$ cat config.mk
export PLATFORM = sky130hd
export DESIGN_NAME = vwqt_quad
export DESIGN_NICKNAME = d
export VERILOG_FILES = /design/src/rtl/core/vwqt_pkg.sv /design/src/rtl/core/vwqt_quad.sv
export SDC_FILE = /design/constraint.sdc
export NUM_CORES = 1
export LEC_CHECK = 0
export ABC_CLOCK_PERIOD_IN_PS = 1300
export BUFFER_PORTS_ARGS = -buffer_cell sky130_fd_sc_hd__buf_2
export CORE_UTILIZATION = 45
export DETAILED_ROUTE_END_ITERATION = 16
export GPL_ROUTABILITY_DRIVEN = 1
export GPL_TIMING_DRIVEN = 1
export HOLD_SLACK_MARGIN = 0.08
export PLACE_DENSITY = 0.73
export SYNTH_ARGS = -nofsm -noshare
export SYNTH_HDL_FRONTEND = slang
export SYNTH_SLANG_ARGS = --single-unit
$ cat constraint.sdc
create_clock -name clk -period 1.3 [get_ports clk]
set_input_delay 0.065 -clock clk [delete_from_list [all_inputs] [get_ports clk]]
set_output_delay 0.065 -clock clk [all_outputs]
set_load 0.01 [all_outputs]
$ cat src/rtl/core/vwqt_pkg.sv
// ----------------------------------------------------------------------------
// vwqt_pkg
// shared types and constants for the vertex weld quad triangulator
// ----------------------------------------------------------------------------
package vwqt_pkg;

  localparam int POINT_DEPTH = 4096;
  localparam int IDX_W       = $clog2(POINT_DEPTH);
  localparam int CNT_W       = IDX_W + 1;

  localparam logic OP_CORNER = 1'b0;
  localparam logic OP_CLEAR  = 1'b1;

  localparam logic KIND_CORNER = 1'b0;
  localparam logic KIND_TRI    = 1'b1;

  typedef struct packed {
    logic [31:0] x;
    logic [31:0] y;
    logic [31:0] z;
  } point_t;

  // triangle candidates of the quad that just completed
  typedef struct packed {
    logic             a_ok;
    logic             b_ok;
    logic [IDX_W-1:0] c0;
    logic [IDX_W-1:0] c1;
    logic [IDX_W-1:0] c2;
    logic [IDX_W-1:0] c3;
  } quad_tri_t;

  function automatic logic all_differ(input logic [IDX_W-1:0] a,
                                      input logic [IDX_W-1:0] b,
                                      input logic [IDX_W-1:0] c);
    return (a != b) && (a != c) && (b != c);
  endfunction

endpackage

$ cat src/rtl/core/vwqt_quad.sv
// ----------------------------------------------------------------------------
// vwqt_quad
// corner counter, corner indices and overflow mark of the current quad
// ----------------------------------------------------------------------------
module vwqt_quad (
  input  logic                       clk,
  input  logic                       rst,
  input  logic                       clear,
  input  logic                       corner,
  input  logic [vwqt_pkg::CNT_W-1:0] idx,
  input  logic                       full,
  output vwqt_pkg::quad_tri_t        tri_o
);

  logic [1:0]                 corner_counter;
  logic                       overflowed;
  logic [vwqt_pkg::IDX_W-1:0] c0;
  logic [vwqt_pkg::IDX_W-1:0] c1;
  logic [vwqt_pkg::IDX_W-1:0] c2;
  logic [vwqt_pkg::IDX_W-1:0] c3;
  logic                       overflow_now;
  logic                       fourth;
  logic [vwqt_pkg::IDX_W-1:0] idx_low;

  assign overflow_now = overflowed | full;
  assign fourth       = (corner_counter == 2'd3);
  assign idx_low      = idx[vwqt_pkg::IDX_W-1:0];

  // decided in the cycle the fourth corner resolves
  assign tri_o.a_ok = corner && fourth && !overflow_now &&
                      vwqt_pkg::all_differ(c0, c1, c2);
  assign tri_o.b_ok = corner && fourth && !overflow_now &&
                      vwqt_pkg::all_differ(c2, idx_low, c0);
  assign tri_o.c0   = c0;
  assign tri_o.c1   = c1;
  assign tri_o.c2   = c2;
  assign tri_o.c3   = c3;

  always_ff @(posedge clk) begin
    if (rst || clear) begin
      corner_counter <= 2'd0;
      overflowed     <= 1'b0;
      c0             <= '0;
      c1             <= '0;
      c2             <= '0;
      c3             <= '0;
    end else if (corner) begin
      case (corner_counter)
        2'd0:    c0 <= idx_low;
        2'd1:    c1 <= idx_low;
        2'd2:    c2 <= idx_low;
        default: c3 <= idx_low;
      endcase
      if (fourth) begin
        corner_counter <= 2'd0;
        overflowed     <= 1'b0;
      end else begin
        corner_counter <= corner_counter + 2'd1;
        overflowed     <= overflow_now;
      end
    end
  end

endmodule

Word level (Yosys, flattened, before mapping)

Cells that the tools add are included.

Register bits after elaboration: 51
Logic and storage cells: 36
Bits of input ports: 18

Equal/unequal tests: 9
Reductions and logical operators: 16
Bitwise gates (word level): 2
Muxes and demuxes: 2
Add/sub/neg operators: 1

Operators with widths:

| kind                  | count |
|---|---|
| $ne A12 B12 Y1        | 6 |
| $logic_and A1 B1 Y1   | 8 |
| $reduce_and A2 Y1     | 4 |
| $eq A2 B2 Y1 const B  | 2 |
| $reduce_or A3 Y1      | 1 |
| $add A2 B1 Y2 const B | 1 |
| $eq A2 B1 Y1 const B  | 1 |
| $logic_not A2 Y1      | 1 |
| $mux W2               | 1 |
| $logic_not A1 Y1      | 1 |
| $logic_or A1 B1 Y1    | 1 |
| $mux W1               | 1 |
| $not A1 Y1            | 1 |
| $or A1 B1 Y1          | 1 |

Depth between registers and ports, before layout

Depth after elaboration: 4
Gate-level depth with buffers: 6

Worst setup path after synthesis

No wires, ideal clock.

Path kind: reg2out
Start point: register c2[7] (netlist name)
End point: output tri_o[48] (netlist name)
Setup slack: -188 ps
Data required time: 1235 ps
Cell stages (with the launch flop): 6
Arrival: 1423 ps
Cell sequence: dfxtp_1 xnor2_1 nand4_1 nor3_1 or4_4 nor3_2

RTL lines:

| item                   | RTL line        | source |
|---|---|---|
| start, declared        | vwqt_quad.sv:19 | `logic [vwqt_pkg::IDX_W-1:0] c2;` |
| start signal, assigned | vwqt_quad.sv:51 | `2'd2: c2 <= idx_low;` |
| end, declared          | vwqt_quad.sv:12 | `output vwqt_pkg::quad_tri_t tri_o` |

==> flow_metrics.env <==
export IMPL_grt_max_degree=37
export IMPL_syn_cell_area_um2=2540
export IMPL_finClkSkew_ns=0.00562
export IMPL_synthSimpleGateAreaFrac_pct=22.5
export IMPL_vdd_ir_drop_worst_mv=0.662
export IMPL_fin_area_um2=3660
export IMPL_cap_viol_max_count=0
export IMPL_setup_viol=2
export IMPL_synthXorXnorAreaFrac_pct=21.0
export IMPL_pre_cts_ws_ns=-0.207
export IMPL_finalCritPeriodShare_pct=146
export IMPL_p_sw_share_pct=25.9
export IMPL_cts_root_buf="clkbuf_8"
export IMPL_hp_class="in2reg"
export IMPL_vias=2713
export IMPL_yosysMostFrequentCell="nand2_1"
export IMPL_grt_pass1_vias=2564
export IMPL_synthArstFlopShare_pct=0
export IMPL_drt_iter0_markers=308
export IMPL_wl_per_cell_um=16.9
export IMPL_clock_sinks=51
export IMPL_path_max_fanout=4
export IMPL_netlist_top_cells_area="dfxtp_1 (40%), xnor2_1 (21%), nand2_1 (15%), a21oi_1 (9.7%), clkbuf_1 (3.8%)"
export IMPL_timing_final_ws_setup_ns=-0.592
export IMPL_critPathKind="reg2out"
export IMPL_crit_path_end_kind="output port"
export IMPL_layout_area_overhead_vs_synth_pct=43.9
export IMPL_ys_flop_type="dfxtp_1"
export IMPL_synth_edf_count=0
export IMPL_slew_headroom_pct=68.9
export IMPL_min_period_ns=1.89
export IMPL_avgSynthCellArea_um2=7.80
export IMPL_violations="setup timing"
export IMPL_syn_num_nets=348
export IMPL_synth_common_cells="nand2_1 (100), xnor2_1 (61), dfxtp_1 (51), a21oi_1 (49), clkbuf_1 (26)"
export IMPL_synth_compound_area_share_pct=9.65
export IMPL_power_leakage_nw=1.45
export IMPL_overflow=0
export IMPL_drtAntennaViolNets=0
export IMPL_pwr_share_seq_pct=50.0
export IMPL_cp_arrival_ns=1.83
export IMPL_synth_seq_cells=51
export IMPL_worstPathCellList="buf_4, xnor2_1, nand4_1, nor3_1, nor3_4, buf_2"
export IMPL_clkTransAtPathRegs_ns=0.10
export IMPL_clk_path_buf_depth=2
export IMPL_max_clock_freq_mhz=528
export IMPL_initial_core_util_pct=48.2
export IMPL_rsz0062_at_grt="yes"
export IMPL_cp_slowest_cell="nor3_1"
export IMPL_layout_nets=456
export IMPL_clkPwrFrac_pct=34.9
export IMPL_finalWirelength_mm=8.52
export IMPL_p_per_area_nw_per_um2=875
export IMPL_tritoncts="done"
export IMPL_grtUsageTotal_pct=28.5
export IMPL_yosys_area_top_type="dfxtp_1"
export IMPL_p_int_mw=2.37
export IMPL_post_cts_buffers=0
export IMPL_path_buf_inv=2
export IMPL_synth_top_area_share_pct=40.2
export IMPL_io_pins=68
export IMPL_yosysSeqAreaShare_pct=40.2
export IMPL_ys_types=17
export IMPL_antenna_found_initial=0
export IMPL_slew_viol_final=0
export IMPL_cts_made_buffers=5
export IMPL_muxShareOfSynthArea_pct=0.394
export IMPL_holdWs_ns=0.0935
export IMPL_die_w_um=77.1
export IMPL_drcViolationCount=0
export IMPL_cp_required_ns=1.24
export IMPL_fp_row_count=26
export IMPL_gp_congestion=0.866
export IMPL_worst_pin_slew_ns=0.464
export IMPL_drive_above_1_share_pct=40.3
export IMPL_r2r_slack_ns=0.04
export IMPL_die_h_um=77.1
export IMPL_cp_top_family="simple AND/OR/NAND/NOR gates"
export IMPL_synthAdderAreaFrac_pct=1.97
export IMPL_portBuffers=66
export IMPL_finish_utilization_pct=69.4
export IMPL_dpl_cell_area_um2=3340
export IMPL_setup_worst_path_start_class="flip-flop"
export IMPL_vias_per_cell=5.38
export IMPL_ctsHtreeMaxLevel=2
export IMPL_die_area_um2=5950
export IMPL_diodes=0
export IMPL_comb_power_share_pct=15.1
export IMPL_hold_viol=0
export IMPL_hpwlAfterDp_mm=5.85
export IMPL_p_sw_uw=828
export IMPL_first_pass_iters=6
export IMPL_ys_warn_count=0
export IMPL_synthCells=326
export IMPL_synth_top_family_by_area="simple AND/OR/NAND/NOR gates"
export IMPL_core_um2=5270
export IMPL_grt_pass1_wl_mm=13.0
export IMPL_critPathMaxStageDelay_ns=0.39
export IMPL_clk_latency_ns=0.31
export IMPL_status="finished with violations"
export IMPL_power_total_mw=3.20
[metrics by stage]
| step | instances | setup TNS (ns) |
|---|---|---|
| 2_1_floorplan | 326 | -0.0749 |
| 3_3_place_gp | 487 | -0.333 |
| 3_5_place_dp | 487 | -0.407 |
| 4_1_cts | 503 | -1.10 |
| 5_1_grt | 504 | -1.28 |
| 6_report | 504 | -1.16 |
[sequential cells by signal, indices dropped and copies added, names as in the netlist]
name,cells
c2,12
corner_counter,2
overflowed,1
c0,12
c3,12
c1,12
[what timing repair did]
action	4_1_cts	5_1_grt
cloned	0	1
gates resized for setup	0	30
pin swaps	0	4
setup endpoints to repair	2	38
hold endpoints to repair	24	0
hold buffers	9	0
[cells by family after synthesis]
group / count (synthesis)
simple gates: 131
xor+xnor: 61
flops: 51
compound gates: 49
buf+inv: 29
fa+ha+maj: 4
mux: 1
[power groups by stage]
stage,Sequential (mW),Clock (mW),Combinational [mW]
after floorplan,1.65,0,0.219
after global placement,1.63,0,0.408
after detailed placement,1.63,0,0.415
after CTS,1.60,1.10,0.444
after global routing,1.60,1.17,0.516
final,1.60,1.12,0.484
[worst reg2reg max path: cells and delay by family, from the launching register on]
kind | cells | cell delay (ns)
AND/OR/NAND/NOR | 2 | 0.21
flip-flops | 1 | 0.34
buffers and inverters | 3 | 0.32
AO/OA/AOI/OAI | 1 | 0.14
adder cells (fa/ha/maj) | 1 | 0.18
[placed cells by master, fill, tap and decap left out, types with 2 or more instances in the layout]
cell            n
ha_4            2
nor3_4          2
nor3_1          7
a21oi_2         9
buf_4          43
dfxtp_1        25
nand4_1        15
nand2_1        97
nand2_2         3
xnor2_1        61
a21oi_1        40
clkbuf_8        5
and2_4          3
dfxtp_2        26
buf_12          4
buf_2          66
dlygate4sd3_1   9
buf_6           5
[layer usage]
metal | share of wire, % | track usage, % | vias up
met5 | 0 | 0 | -
met4 | 2.2 | 9.43 | 0
met3 | 8.2 | 5.00 | 16
met2 | 46 | 43.8 | 137
met1 | 44 | 40.0 | 1292
li1 | - | - | 1268
[cell type report]
class | count | area [um2]
multi-input combinational | 246 | 1500
clock buffer | 6 | 72.6
sequential | 51 | 1050
inverter | 2 | 10.0
tap | 70 | 87.6
timing repair buffer | 128 | 905
fill | 427 | 1610
clock inverter | 1 | 30.0
[worst paths after layout]
path | cells past startpoint | from | to
max reg2reg | 7 | corner_counter[0] | c2[6]
max | 6 | c0[1] | tri_o[49]
min reg2reg | 2 | c3[7] | c3[7]
min | 3 | idx[2] | c0[2]
Power figures use the tool's default switching activity.
